**config.mk**
```make
export PLATFORM = sky130hd
export DESIGN_NAME = uart_double_buffered_tx_rx_unit
export DESIGN_NICKNAME = d
export VERILOG_FILES = /design/src/hw/rtl/udb_pkg.sv /design/src/hw/rtl/uart_double_buffered_tx_rx_unit.sv /design/src/hw/rtl/udb_skid.sv /design/src/hw/rtl/udb_core.sv
export SDC_FILE = /design/constraint.sdc
export NUM_CORES = 1
export LEC_CHECK = 0
export BUFFER_PORTS_ARGS = -buffer_cell sky130_fd_sc_hd__buf_4
export CAP_MARGIN = 20
export CORE_ASPECT_RATIO = 1.5
export CORE_MARGIN = 2
export CORE_UTILIZATION = 50
export DETAILED_ROUTE_END_ITERATION = 8
export PLACE_DENSITY = 0.68
export SKIP_LAST_GASP = 1
export SYNTH_ARGS = -nofsm -noshare
export SYNTH_HDL_FRONTEND = slang
export SYNTH_HIERARCHICAL = 1
export SYNTH_SLANG_ARGS = --single-unit
export TNS_END_PERCENT = 5
```
**constraint.sdc**
```tcl
create_clock -name clk_i -period 4.4 [get_ports clk_i]
set_clock_uncertainty 0.05 [all_clocks]
set_input_delay 0 -clock clk_i [delete_from_list [all_inputs] [get_ports clk_i]]
set_output_delay 0 -clock clk_i [all_outputs]
set_load 0.005 [all_outputs]
```
**src/hw/rtl/udb_pkg.sv**
```systemverilog
`timescale 1ns / 1ps

package udb_pkg;

  localparam int unsigned BaudBitsDefault = 16;
  localparam int unsigned CfgW            = 16;
  localparam int unsigned CfgIdxW         = 3;
  localparam int unsigned InTdataW        = 8;
  localparam int unsigned InTuserW        = 3;
  localparam int unsigned OutTdataW       = 24;
  localparam int unsigned TxcClearBit     = 6;

  typedef enum logic [2:0] {
    MODE_TICK     = 3'd0,
    MODE_READ     = 3'd1,
    MODE_WRITE    = 3'd2,
    MODE_STATUS   = 3'd3,
    MODE_RX_BYTE  = 3'd4,
    MODE_TXC_ACK  = 3'd5
  } mode_e;

  typedef enum logic [CfgIdxW-1:0] {
    CFG_BAUD_TICKS   = 3'd0,
    CFG_DOUBLE_SPEED = 3'd1,
    CFG_TX_ENABLE    = 3'd2,
    CFG_RX_ENABLE    = 3'd3,
    CFG_TXC_INT_EN   = 3'd4,
    CFG_DRE_INT_EN   = 3'd5,
    CFG_RXC_INT_EN   = 3'd6
  } cfg_idx_e;

  // packed lowest field last so that read_data lands in the low byte
  typedef struct packed {
    logic       rxc_irq;
    logic       dre_irq;
    logic       txc_irq;
    logic       rx_accepted;
    logic       rx_complete;
    logic       tx_complete;
    logic       data_empty;
    logic [7:0] tx_byte;
    logic       tx_valid;
    logic [7:0] read_data;
  } result_t;

endpackage

```
**src/hw/rtl/uart_double_buffered_tx_rx_unit.sv**
```systemverilog
`timescale 1ns / 1ps
// UART data path with double-buffered transmitter and baud countdowns.
// Input channel (s_axis): one beat per event -- tick, data read, data
// write, status write, received byte or TXC acknowledge. tuser carries
// mode in [2:0], tdata carries data_in in [7:0].
// Output channel (m_axis): exactly one result beat per input beat, in
// order, reporting data register, finished TX byte, flags and IRQ levels
// as they stand after the event.
// Config port: cfg_we_i writes register cfg_idx_i with cfg_data_i;
// write only while no beat is in flight.
// The result is registered in the output stage before it shows on
// m_axis. Throughput: one beat per cycle while the sink does not stall;
// the event decode and next-state logic is a single combinational pass
// into the state and result registers.
// Reset clears all state, configuration and both output stages.
// When the sink stalls, a two-entry output stage absorbs one extra beat;
// s_axis_tready drops only while both entries are full.
module uart_double_buffered_tx_rx_unit import udb_pkg::*; #(
  parameter int unsigned BAUD_BITS = BaudBitsDefault
) (
  input  logic                 clk_i,
  input  logic                 rst_ni,
  input  logic                 cfg_we_i,
  input  logic [CfgIdxW-1:0]   cfg_idx_i,
  input  logic [CfgW-1:0]      cfg_data_i,
  input  logic                 s_axis_tvalid,
  output logic                 s_axis_tready,
  // [7:0] data_in
  input  logic [InTdataW-1:0]  s_axis_tdata,
  // [2:0] mode
  input  logic [InTuserW-1:0]  s_axis_tuser,
  output logic                 m_axis_tvalid,
  input  logic                 m_axis_tready,
  // [7:0] read_data, [8] tx_valid, [16:9] tx_byte, [17] data_empty,
  // [18] tx_complete, [19] rx_complete, [20] rx_accepted, [21] txc_irq,
  // [22] dre_irq, [23] rxc_irq
  output logic [OutTdataW-1:0] m_axis_tdata
);

  logic    beat;
  result_t res;

  assign beat = s_axis_tvalid && s_axis_tready;

  udb_core #(
    .BAUD_BITS(BAUD_BITS)
  ) u_core (
    .clk_i     (clk_i),
    .rst_ni    (rst_ni),
    .cfg_we_i  (cfg_we_i),
    .cfg_idx_i (cfg_idx_i),
    .cfg_data_i(cfg_data_i),
    .beat_i    (beat),
    .mode_i    (s_axis_tuser),
    .data_in_i (s_axis_tdata),
    .res_o     (res)
  );

  udb_skid #(
    .W(OutTdataW)
  ) u_skid (
    .clk_i      (clk_i),
    .rst_ni     (rst_ni),
    .in_valid_i (s_axis_tvalid),
    .in_ready_o (s_axis_tready),
    .in_data_i  (res),
    .out_valid_o(m_axis_tvalid),
    .out_ready_i(m_axis_tready),
    .out_data_o (m_axis_tdata)
  );

endmodule

```
**src/hw/rtl/udb_skid.sv**
```systemverilog
`timescale 1ns / 1ps

module udb_skid #(
  parameter int unsigned W = 8
) (
  input  logic         clk_i,
  input  logic         rst_ni,
  input  logic         in_valid_i,
  output logic         in_ready_o,
  input  logic [W-1:0] in_data_i,
  output logic         out_valid_o,
  input  logic         out_ready_i,
  output logic [W-1:0] out_data_o
);

  logic         out_valid_q, out_valid_d;
  logic         skid_valid_q, skid_valid_d;
  logic [W-1:0] out_q, out_d;
  logic [W-1:0] skid_q, skid_d;

  assign in_ready_o  = !skid_valid_q;
  assign out_valid_o = out_valid_q;
  assign out_data_o  = out_q;

  always_comb begin
    out_valid_d  = out_valid_q;
    out_d        = out_q;
    skid_valid_d = skid_valid_q;
    skid_d       = skid_q;
    if (out_ready_i || !out_valid_q) begin
      if (skid_valid_q) begin
        out_valid_d = 1'b1;
        out_d       = skid_q;
      end else begin
        out_valid_d = in_valid_i;
        out_d       = in_data_i;
      end
      skid_valid_d = 1'b0;
    end else if (in_valid_i && !skid_valid_q) begin
      skid_valid_d = 1'b1;
      skid_d       = in_data_i;
    end
  end

  always_ff @(posedge clk_i or negedge rst_ni) begin
    if (!rst_ni) begin
      out_valid_q  <= 1'b0;
      skid_valid_q <= 1'b0;
    end else begin
      out_valid_q  <= out_valid_d;
      skid_valid_q <= skid_valid_d;
    end
  end

  always_ff @(posedge clk_i) begin
    out_q  <= out_d;
    skid_q <= skid_d;
  end

  a_skid_needs_out: assert property (@(posedge clk_i) disable iff (!rst_ni)
    skid_valid_q |-> out_valid_q)
    else $error("skid beat held without output beat");

  a_out_holds: assert property (@(posedge clk_i) disable iff (!rst_ni)
    out_valid_q && !out_ready_i |=> out_valid_q && $stable(out_q))
    else $error("stalled output beat changed");

  a_no_loss: assert property (@(posedge clk_i) disable iff (!rst_ni)
    skid_valid_q && !out_ready_i |=> skid_valid_q && $stable(skid_q))
    else $error("skid beat lost under stall");

endmodule

```
**src/hw/rtl/udb_core.sv**
```systemverilog
`timescale 1ns / 1ps

module udb_core import udb_pkg::*; #(
  parameter int unsigned BAUD_BITS = BaudBitsDefault
) (
  input  logic               clk_i,
  input  logic               rst_ni,
  input  logic               cfg_we_i,
  input  logic [CfgIdxW-1:0] cfg_idx_i,
  input  logic [CfgW-1:0]    cfg_data_i,
  input  logic               beat_i,
  input  logic [2:0]         mode_i,
  input  logic [7:0]         data_in_i,
  output result_t            res_o
);

  logic [15:0] baud_ticks_q;
  logic        double_speed_q, tx_en_q, rx_en_q, txc_ie_q, dre_ie_q, rxc_ie_q;

  logic [7:0]           data_reg_q, data_reg_d;
  logic [7:0]           hold_buf_q, hold_buf_d;
  logic                 hold_full_q, hold_full_d;
  logic [7:0]           shift_tx_q, shift_tx_d;
  logic                 shift_full_q, shift_full_d;
  logic [BAUD_BITS-1:0] tx_cnt_q, tx_cnt_d;
  logic [7:0]           shift_rx_q, shift_rx_d;
  logic [BAUD_BITS-1:0] rx_cnt_q, rx_cnt_d;
  logic                 txc_q, txc_d;
  logic                 rxc_q, rxc_d;

  logic [BAUD_BITS-1:0] tx_load, rx_load, tx_dec, rx_dec;
  logic                 done;
  logic [7:0]           done_byte;
  logic                 accepted;
  mode_e                mode;

  assign mode    = mode_e'(mode_i);
  assign tx_load = BAUD_BITS'(double_speed_q ? {1'b0, baud_ticks_q[15:1]} : baud_ticks_q);
  assign rx_load = BAUD_BITS'(baud_ticks_q);
  assign tx_dec  = tx_cnt_q - 1'b1;
  assign rx_dec  = rx_cnt_q - 1'b1;

  always_ff @(posedge clk_i or negedge rst_ni) begin
    if (!rst_ni) begin
      baud_ticks_q   <= '0;
      double_speed_q <= 1'b0;
      tx_en_q        <= 1'b0;
      rx_en_q        <= 1'b0;
      txc_ie_q       <= 1'b0;
      dre_ie_q       <= 1'b0;
      rxc_ie_q       <= 1'b0;
    end else if (cfg_we_i) begin
      unique case (cfg_idx_i)
        CFG_BAUD_TICKS:   baud_ticks_q   <= cfg_data_i[15:0];
        CFG_DOUBLE_SPEED: double_speed_q <= cfg_data_i[0];
        CFG_TX_ENABLE:    tx_en_q        <= cfg_data_i[0];
        CFG_RX_ENABLE:    rx_en_q        <= cfg_data_i[0];
        CFG_TXC_INT_EN:   txc_ie_q       <= cfg_data_i[0];
        CFG_DRE_INT_EN:   dre_ie_q       <= cfg_data_i[0];
        CFG_RXC_INT_EN:   rxc_ie_q       <= cfg_data_i[0];
        default: ;
      endcase
    end
  end

  always_comb begin
    data_reg_d   = data_reg_q;
    hold_buf_d   = hold_buf_q;
    hold_full_d  = hold_full_q;
    shift_tx_d   = shift_tx_q;
    shift_full_d = shift_full_q;
    tx_cnt_d     = tx_cnt_q;
    shift_rx_d   = shift_rx_q;
    rx_cnt_d     = rx_cnt_q;
    txc_d        = txc_q;
    rxc_d        = rxc_q;
    done         = 1'b0;
    done_byte    = '0;
    accepted     = 1'b0;
    unique case (mode)
      MODE_TICK: begin
        if (tx_en_q && tx_cnt_q != '0) begin
          tx_cnt_d = tx_dec;
          if (tx_dec == '0) begin
            done      = 1'b1;
            done_byte = shift_tx_q;
            hold_buf_d  = '0;
            hold_full_d = 1'b0;
            if (hold_full_q) begin
              shift_tx_d   = hold_buf_q;
              shift_full_d = 1'b1;
              tx_cnt_d     = tx_load;
            end else begin
              shift_tx_d   = '0;
              shift_full_d = 1'b0;
              txc_d        = 1'b1;
            end
          end
        end
        if (rx_en_q && rx_cnt_q != '0) begin
          rx_cnt_d = rx_dec;
          if (rx_dec == '0) begin
            data_reg_d = shift_rx_q;
            shift_rx_d = '0;
            rxc_d      = 1'b1;
          end
        end
      end
      MODE_READ: rxc_d = 1'b0;
      MODE_WRITE: begin
        data_reg_d = data_in_i;
        if (tx_en_q) begin
          if (tx_cnt_q == '0) tx_cnt_d = tx_load;
          if (!shift_full_q) begin
            shift_tx_d   = data_in_i;
            shift_full_d = 1'b1;
            hold_buf_d   = '0;
            hold_full_d  = 1'b0;
          end else begin
            hold_buf_d  = data_in_i;
            hold_full_d = 1'b1;
          end
        end
      end
      MODE_STATUS: begin
        if (data_in_i[TxcClearBit]) txc_d = 1'b0;
      end
      MODE_RX_BYTE: begin
        if (rx_en_q && rx_cnt_q == '0) begin
          shift_rx_d = data_in_i;
          rx_cnt_d   = rx_load;
          accepted   = 1'b1;
        end
      end
      MODE_TXC_ACK: txc_d = 1'b0;
      default: ;
    endcase
  end

  always_comb begin
    res_o.read_data   = data_reg_d;
    res_o.tx_valid    = done;
    res_o.tx_byte     = done_byte;
    res_o.data_empty  = !hold_full_d;
    res_o.tx_complete = txc_d;
    res_o.rx_complete = rxc_d;
    res_o.rx_accepted = accepted;
    res_o.txc_irq     = txc_ie_q && txc_d;
    res_o.dre_irq     = dre_ie_q && !hold_full_d;
    res_o.rxc_irq     = rxc_ie_q && rxc_d;
  end

  always_ff @(posedge clk_i or negedge rst_ni) begin
    if (!rst_ni) begin
      data_reg_q   <= '0;
      hold_buf_q   <= '0;
      hold_full_q  <= 1'b0;
      shift_tx_q   <= '0;
      shift_full_q <= 1'b0;
      tx_cnt_q     <= '0;
      shift_rx_q   <= '0;
      rx_cnt_q     <= '0;
      txc_q        <= 1'b0;
      rxc_q        <= 1'b0;
    end else if (beat_i) begin
      data_reg_q   <= data_reg_d;
      hold_buf_q   <= hold_buf_d;
      hold_full_q  <= hold_full_d;
      shift_tx_q   <= shift_tx_d;
      shift_full_q <= shift_full_d;
      tx_cnt_q     <= tx_cnt_d;
      shift_rx_q   <= shift_rx_d;
      rx_cnt_q     <= rx_cnt_d;
      txc_q        <= txc_d;
      rxc_q        <= rxc_d;
    end
  end

  a_hold_needs_shift: assert property (@(posedge clk_i) disable iff (!rst_ni)
    hold_full_q |-> shift_full_q)
    else $error("holding buffer full with empty shift register");

  a_hold_clear: assert property (@(posedge clk_i) disable iff (!rst_ni)
    !hold_full_q |-> hold_buf_q == '0)
    else $error("empty holding buffer not cleared");

  a_shift_clear: assert property (@(posedge clk_i) disable iff (!rst_ni)
    !shift_full_q |-> shift_tx_q == '0)
    else $error("empty shift register not cleared");

  a_done_outcome: assert property (@(posedge clk_i) disable iff (!rst_ni)
    beat_i && res_o.tx_valid |=> shift_full_q || txc_q)
    else $error("finished byte left neither reload nor TXC");

endmodule
```
==> results.txt, run 1 <==
vias in the first global route: 6,088
number of vias per cell: 6.19
share of the clock period used by the worst path: 83.9%
GRT Util Overall: 25.1%
Gate power share: 20.3%
number of levels in the clock H-tree: 4
total buffers and inverters traversed by the critical path: 2
drt pass-1 iters: 5
ranking of synthesized cells by area: dfrtp_1, edfxtp_1, mux2_2
portion of total power attributed to sequential cells: 44.8%
total number of vias: 6,163
switching power total: 1.24 mW
routed wire length per instance: 20.1 µm
number of clock sinks seen by CTS: 140
most used cell, CP: nand4_1
status: finished clean
core region area: 0.0151 mm²
RSZ-0062 raised after global routing: false
most numerous cell in the Yosys netlist: dfrtp_1
setup repair bufs after CTS: 0
post-synthesis cell type count: 77
Int Pwr: 2.67 mW
placed wire-length estimate: 14,000 µm
TritonCTS Buffers: 17
worst-path cell chain: inv_1 -> ha_1 -> nor3b_1 -> nand4_1 -> xor2_1 -> nand4_1 -> buf_4 -> or2_0 -> o311ai_0 -> mux2_2
Worst slew margin: 45.3%
drt first-iter violations: 432
GR Overflow Total: 0
wire length of the first global-routing pass: 32,200 µm
antenna violations before repair: 0
Yosys warning total: 6
initial core utilization: 50.9%
Clk pin slew, worst setup/hold paths: 0.06 ns
EDFF count, synth: 48
proportion of total power due to net switching: 31.8%
Port-buffer cells: 60
average cell area after synthesis: 10.9 µm²
largest net degree at the start of global routing: 55
sequential share of the synthesized area: 48.8%
final instance count without filler cells: 996
flip-flop and latch count after synthesis: 140
CP max stage cell: or2_0
Worst IR Drop VDD: 0.267 mV
Slew Limit Fails: 0
share of synthesized flip-flops with an asynchronous set or reset: 65.7%
max-cap violations: 0
Antenna Violating Nets Remaining: 0
Die Height: 156 µm
Syn Nets: 745
DRT Wirelength: 20,000 µm
worst stage delay on the critical path: 0.63 ns
power density over the cells: 426 mW/mm²
Final GP Congestion: 0.926
Data arrival, critical path: 3.81 ns
number of cells produced by synthesis: 704
Antenna Cells: 0
Crit path required time: 4.52 ns
floorplan die area: 0.0164 mm²
largest delay contributor family on the critical path: simple AND/OR/NAND/NOR gates
aggregate negative setup slack: 0 ns
growth of design area from synthesis to finish: 19.6%
Post-Place Cells: 927
Most used DFF post-synth: dfrtp_1
root buffer selected by CTS: clkbuf_16
layout cell share with drive strength beyond 1: 22.6%
Commonest cells post-synth: dfrtp_1, nor2_1, edfxtp_1, nand2_1, clkbuf_1
Max Fanout on Critical Path: 16
Tightest Pin Transition: 0.820 ns
clock group share of total power: 34.9%
kind of capture point of the worst setup path: flip-flop
proportion of netlist area held by the largest area contributor: 30.0%
worst-skew pair later-pin latency: 0.42 ns
# setup viols final: 0
x dimension of the die: 105 µm
placement row count: 55
net count of the finished layout: 825
library cell with the largest summed area after synthesis: dfrtp_1
cell area after technology mapping: 0.00767 mm²
post-route minimum period: 3.69 ns
Leak Pwr: 3.69 nW
Max Clock Freq: 0.271 GHz
number of top-level pins: 61
DRC violation count after routing: 0
type of the most critical hold path: in -> async
Final Hold Violating Endpoints: 0
kind of launch point of the worst setup path: flip-flop
clock tree from TritonCTS: done
deepest clock path buffer count: 2
WS Path Type: reg -> reg
-- repair_timing --
action,4_1_cts,5_1_grt
hold buffers,36,0
endpoints found under the hold margin,98,0
gates resized for setup,0,0
-- power groups by stage --
stage          registers, mW  clock network (mW)  logic, mW
2_1_floorplan           1.67                   0      0.571
3_3_place_gp            1.76                   0      0.735
3_5_place_dp            1.77                   0      0.758
4_1_cts                 1.75                1.39      0.790
5_1_grt                 1.78                1.45      0.879
6_report                1.75                1.36      0.794
-- through the flow --
| stage | hold WS, ns | area, µm² | setup WS, ns | power [mW] | util [%] |
|---|---|---|---|---|---|
| after CTS | 0.0663 | 9170 | 0.708 | 3.93 | 60.8 |
| after floorplan | -0.346 | 7670 | 1.09 | 2.24 | - |
| final | 0.0489 | 9180 | 0.708 | 3.91 | 60.9 |
| after detailed placement | -0.0251 | 8250 | 0.726 | 2.53 | 54.7 |
| after global routing | 0.104 | 9180 | 0.376 | 4.10 | 60.9 |
| after global placement | -0.0311 | 8230 | 0.929 | 2.49 | 54.6 |
-- worst paths after layout --
kind | start | to | slack [ns] | cells after the start
worst max-delay path | u_core/rx_cnt_q[0]$_DFFE_PN0P_ | u_skid/out_data_o[3]$_DFFE_PP_ | 0.71 | 10
max in group asynchronous | rst_ni | u_core/shift_rx_q[3]$_DFFE_PN0P_ | 3.13 | 3
worst max register to register | u_core/rx_cnt_q[0]$_DFFE_PN0P_ | u_skid/out_data_o[3]$_DFFE_PP_ | 0.71 | 10
worst min register to register | u_core/shift_tx_q[2]$_DFFE_PN0P_ | u_core/shift_tx_q[2]$_DFFE_PN0P_ | 0.46 | 1
min in group clk_i | m_axis_tready | u_skid/out_valid_o$_DFFE_PN0P_ | 0.12 | 4
worst min-delay path | rst_ni | u_core/rx_cnt_q[0]$_DFFE_PN0P_ | 0.05 | 2
-- final cells by class --
cell class,count,area [µm²]
clock inverter,14,129
sequential,140,3740
tap,199,249
timing repair buffer,111,935
multi-input combinational,493,3610
clock buffer,18,429
inverter,21,78.8
fill,1217,5890
-- cells by family (layout without fill, tap and decap cells) --
logic type               after synthesis  in the layout  share of synthesized area (%)
AO/OA/AOI/OAI                        177            177                           17.4
multiplexers                          79             79                           12.4
AND/OR/NAND/NOR                      227            227                           15.7
flip-flops                           140            140                           48.8
XOR/XNOR                               4              4                          0.457
buffers and inverters                 71            164                           4.34
adder cells (fa/ha/maj)                6              6                          0.978
-- flip-flops by register name (all words and copies together), names as in the netlist, 8 cells and up --
register and count:
u_core/shift_tx_q 8, u_skid/out_data_o 24, u_core/rx_cnt_q 16, u_core/tx_cnt_q 16, u_core/data_reg_q 8, u_core/baud_ticks_q 16
u_skid/skid_q 24, u_core/shift_rx_q 8, u_core/hold_buf_q 8
-- worst register-to-register path, cell delays in order, from the launching register on --
cell and delay (ns):
dfrtp_1 0.47, inv_1 0.14, ha_1 0.34, nor3b_1 0.43, nand4_1 0.25, xor2_1 0.23, nand4_1 0.10, buf_4 0.18
or2_0 0.64, o311ai_0 0.30, mux2_2 0.32
-- cells in the final DEF, fill, tap and decap left out, types with 23 or more instances in the layout --
master          n
mux2_4         23
a21oi_1        26
buf_4          73
dfrtp_1        92
nand2_1        43
dlygate4sd3_1  36
mux2_2         32
edfxtp_1       48
nor2_1         55
-- layer usage --
metal | up-vias | global-route usage (%) | share of wire, %
li1 | 2846 | - | -
met1 | 3030 | 29.8 | 39
met2 | 254 | 46.2 | 53
met3 | 33 | 2.92 | 4.9
met4 | 0 | 10.0 | 2.4
met5 | - | 0 | 0
No activity file was read; power rests on OpenSTA's default activity.
==> run 2, diff against run 1 <==
--- a/config.mk
+++ b/config.mk
@@ -5,6 +5,7 @@
 export SDC_FILE = /design/constraint.sdc
 export NUM_CORES = 1
 export LEC_CHECK = 0
+export ABC_AREA = 1
 export BUFFER_PORTS_ARGS = -buffer_cell sky130_fd_sc_hd__buf_4
 export CAP_MARGIN = 20
 export CORE_ASPECT_RATIO = 1.5
==> constraint.sdc (replaced) <==
create_clock -name clk_i -period 3.7 [get_ports clk_i]
set_clock_uncertainty 0.05 [all_clocks]
set_input_delay 0 -clock clk_i [delete_from_list [all_inputs] [get_ports clk_i]]
set_output_delay 0 -clock clk_i [all_outputs]
set_load 0.005 [all_outputs]
==> run 2 against run 1 <==
  * Wire length up 8.5%
  * Power up 54%
  * Sequential share of layout area down 2.5 points
  * Flip-flop and latch count unchanged
  * Clock power up 17%
  * Hold slack better by 0.022 ns
  * Sequential power up 27%
  * Largest cell class is now multi-input combinational cells
  * Highest routed layer unchanged
==> results.txt, run 2 <==
average cell area after synthesis: 7.59 µm² (was 10.9 µm²)
max-cap violations: 0 (unchanged)
setup repair bufs after CTS: 0 (unchanged)
Die Height: 162 µm (was 156 µm)
Max Clock Freq: 0.378 GHz (was 0.271 GHz)
Tightest Pin Transition: 0.955 ns (was 0.820 ns)
post-route minimum period: 2.64 ns (was 3.69 ns)
total number of vias: 7,347 (was 6,163)
RSZ-0062 raised after global routing: false (unchanged)
flip-flop and latch count after synthesis: 140 (unchanged)
DRC violation count after routing: 0 (unchanged)
EDFF count, synth: 48 (unchanged)
dpl ws: 1.13 ns (was 0.726 ns)
net count of the finished layout: 1,225 (was 825)
post-cts repair resize count: 0 (unchanged)
routed wire length per instance: 15.5 µm (was 20.1 µm)
largest net degree at the start of global routing: 72 (was 55)
worst-path cell chain: inv_2 -> ha_1 -> nand2_2 -> nor2_4 -> nor2_1 -> nor2_1 -> nand2_1 -> inv_1 -> nand3_1 -> nor2_4 -> nand3_1 -> inv_1 -> nand2_2 -> nor2_1 -> nand2_1 -> nand2_1 (was inv_1 -> ha_1 -> nor3b_1 -> nand4_1 -> xor2_1 -> nand4_1 -> buf_4 -> or2_0 -> o311ai_0 -> mux2_2)
number of levels in the clock H-tree: 4 (unchanged)
share of synthesized flip-flops with an asynchronous set or reset: 65.7% (unchanged)
layout cell share with drive strength beyond 1: 17.1% (was 22.6%)
total buffers and inverters traversed by the critical path: 3 (was 2)
Crit path required time: 3.94 ns (was 4.52 ns)
Final Hold Violating Endpoints: 0 (unchanged)
Gate power share: 36.4% (was 20.3%)
Antenna Violating Nets Remaining: 0 (unchanged)
Max Fanout on Critical Path: 10 (was 16)
Port-buffer cells: 60 (unchanged)
worst stage delay on the critical path: 0.42 ns (was 0.63 ns)
aggregate negative setup slack: 0 ns (unchanged)
x dimension of the die: 109 µm (was 105 µm)
growth of design area from synthesis to finish: 17.4% (was 19.6%)
power density over the cells: 614 mW/mm² (was 426 mW/mm²)
WS Path Type: reg -> reg (unchanged)
Yosys warning total: 6 (unchanged)
initial core utilization: 51.3% (was 50.9%)
Leak Pwr: 4.64 nW (was 3.69 nW)
portion of total power attributed to sequential cells: 37.0% (was 44.8%)
DRT Wirelength: 21,700 µm (was 20,000 µm)
proportion of total power due to net switching: 41.6% (was 31.8%)
library cell with the largest summed area after synthesis: dfrtp_1 (unchanged)
Data arrival, critical path: 2.89 ns (was 3.81 ns)
placement row count: 57 (was 55)
kind of launch point of the worst setup path: flip-flop (unchanged)
root buffer selected by CTS: clkbuf_16 (unchanged)
kind of capture point of the worst setup path: flip-flop (unchanged)
sequential share of the synthesized area: 44.9% (was 48.8%)
cts-stage hold buffer count: 36 (unchanged)
largest delay contributor family on the critical path: simple AND/OR/NAND/NOR gates (unchanged)
clock tree from TritonCTS: done (unchanged)
antenna violations before repair: 0 (unchanged)
Syn Nets: 1,139 (was 745)
drt pass-1 iters: 6 (was 5)
number of top-level pins: 61 (unchanged)
number of cells produced by synthesis: 1,098 (was 704)
number of clock sinks seen by CTS: 140 (unchanged)
number of vias per cell: 5.24 (was 6.19)
worst-skew pair later-pin latency: 0.43 ns (was 0.42 ns)
post-synthesis cell type count: 45 (was 77)
FF-to-FF setup slack: 1.06 ns (was 0.71 ns)
Antenna Cells: 0 (unchanged)
status: finished clean (unchanged)
ranking of synthesized cells by area: dfrtp_1, nand2_1, edfxtp_1 (was dfrtp_1, edfxtp_1, mux2_2)
type of the most critical hold path: in -> reg (was in -> async)
most common library cell in the layout ignoring fill and taps: nand2_1 (was dfrtp_1)
# setup viols final: 0 (unchanged)
TritonCTS Buffers: 17 (unchanged)
Most used DFF post-synth: dfrtp_1 (unchanged)
CP max stage cell: dfrtp_1 (was or2_0)
drt first-iter violations: 557 (was 432)
clock group share of total power: 26.5% (was 34.9%)
share of the clock period used by the worst path: 71.4% (was 83.9%)
Commonest cells post-synth: nand2_1, nor2_1, inv_1, dfrtp_1, nand3_1 (was dfrtp_1, nor2_1, edfxtp_1, nand2_1, clkbuf_1)
end-of-flow core utilization: 60.2% (was 60.9%)
Final GP Congestion: 0.937 (was 0.926)
Int Pwr: 3.51 mW (was 2.67 mW)
switching power total: 2.50 mW (was 1.24 mW)
placed wire-length estimate: 15,600 µm (was 14,000 µm)
GRT Util Overall: 25.9% (was 25.1%)
cell area after technology mapping: 0.00834 mm² (was 0.00767 mm²)
vias in the first global route: 7,082 (was 6,088)
wire length of the first global-routing pass: 35,300 µm (was 32,200 µm)
setup slack after layout: 1.06 ns (was 0.708 ns)
area of all placed cells without fillers: 0.00979 mm² (was 0.00918 mm²)
instance area at placement: 0.00888 mm² (was 0.00825 mm²)
Worst IR Drop VDD: 0.344 mV (was 0.267 mV)
deepest clock path buffer count: 2 (unchanged)
Clk pin slew, worst setup/hold paths: 0.06 ns (about the same)
Worst slew margin: 36.3% (was 45.3%)
proportion of netlist area held by the largest area contributor: 27.6% (was 30.0%)
Slew Limit Fails: 0 (unchanged)
core region area: 0.0163 mm² (was 0.0151 mm²)
most frequent cells in the layout: nand2_1, nor2_1, inv_1, dfrtp_1, nand3_1 (was dfrtp_1, buf_4, nor2_1, edfxtp_1, nand2_1)
floorplan die area: 0.0177 mm² (was 0.0164 mm²)
most numerous cell in the Yosys netlist: nand2_1 (was dfrtp_1)
GR Overflow Total: 0 (unchanged)
## run 2: changes by cell type after synthesis, sizes merged, moves of 12 or more
cell | before | now
nand3 | 16 | 89
nand2 | 43 | 434
o21ai | 24 | 73
and2 | 16 | 1
o311ai | 13 | 0
mux2 | 57 | 4
a22o | 18 | 0
nor3 | 16 | 4
clkbuf | 36 | 18
mux2i | 22 | 0
nor2 | 55 | 131
nor4 | 12 | 0
inv | 21 | 109
## run 2: area by class of cell
class | instances | area [µm²]
tap | 206 | 258
clock buffer | 19 | 443
clock inverter | 13 | 106
timing repair buffer | 105 | 878
sequential | 140 | 3740
multi-input combinational | 811 | 3940
inverter | 109 | 422
fill | 1494 | 6470
## run 2: per-layer routing
| layer | track usage [%] | vias up | part of all wire (%) |
|---|---|---|---|
| met5 | 0 | - | 0 |
| met4 | 11.8 | 0 | 4.0 |
| met3 | 4.13 | 54 | 4.3 |
| met2 | 46.1 | 225 | 52 |
| met1 | 30.0 | 3373 | 39 |
| li1 | - | 3695 | - |
## run 2: cell families (layout without fill, tap and decap cells)
kind of cell	Yosys count	after routing	synth area share, %
muxes	4	4	0.540
buffers and inverters	147	246	7.87
DFF	140	140	44.9
AOI/OAI and AO/OA	124	124	9.43
xor gates and xnor gates	1	1	0.105
adders and majority gates	6	6	0.901
and+or+nand+nor	676	676	36.3
## run 2: worst paths after layout
path                                             startpoint  cells past startpoint                                to
min reg2reg                u_core/shift_tx_q[2]$_DFFE_PN0P_                      2  u_core/shift_tx_q[2]$_DFFE_PN0P_
min in group asynchronous                            rst_ni                      2    u_core/rx_cnt_q[1]$_DFFE_PN0P_
max in group asynchronous                            rst_ni                      3   u_core/tx_cnt_q[10]$_DFFE_PN0P_
min                                           m_axis_tready                      5    u_skid/out_valid_o$_DFFE_PN0P_
max                          u_core/tx_cnt_q[0]$_DFFE_PN0P_                     16   u_skid/out_data_o[11]$_DFFE_PP_
max reg2reg                  u_core/tx_cnt_q[0]$_DFFE_PN0P_                     16   u_skid/out_data_o[11]$_DFFE_PP_
## run 2: tightest hold or removal path, stage by stage
cell	delay (ns)
buf_4	0.11
inv_1	0.04
nand2_1	0.04
buf_4	0.24
nand2_1	0.09
## run 2: per-stage QoR
stage | cells | hold slack [ns] | power (mW)
6_report | 1403 | 0.0708 | 6.01
2_1_floorplan | 1098 | -0.346 | 3.79
3_5_place_dp | 1335 | 0.159 | 4.37
5_1_grt | 1403 | 0.105 | 6.46
3_3_place_gp | 1335 | 0.152 | 4.34
4_1_cts | 1403 | 0.0589 | 6.03
## run 2: power by group through the flow
| stage | clock (mW) | sequential (mW) | combinational (mW) |
|---|---|---|---|
| 2_1_floorplan | 0 | 2.12 | 1.67 |
| 4_1_cts | 1.63 | 2.22 | 2.18 |
| 3_3_place_gp | 0 | 2.24 | 2.10 |
| 3_5_place_dp | 0 | 2.24 | 2.13 |
| 6_report | 1.59 | 2.23 | 2.19 |
| 5_1_grt | 1.70 | 2.26 | 2.50 |
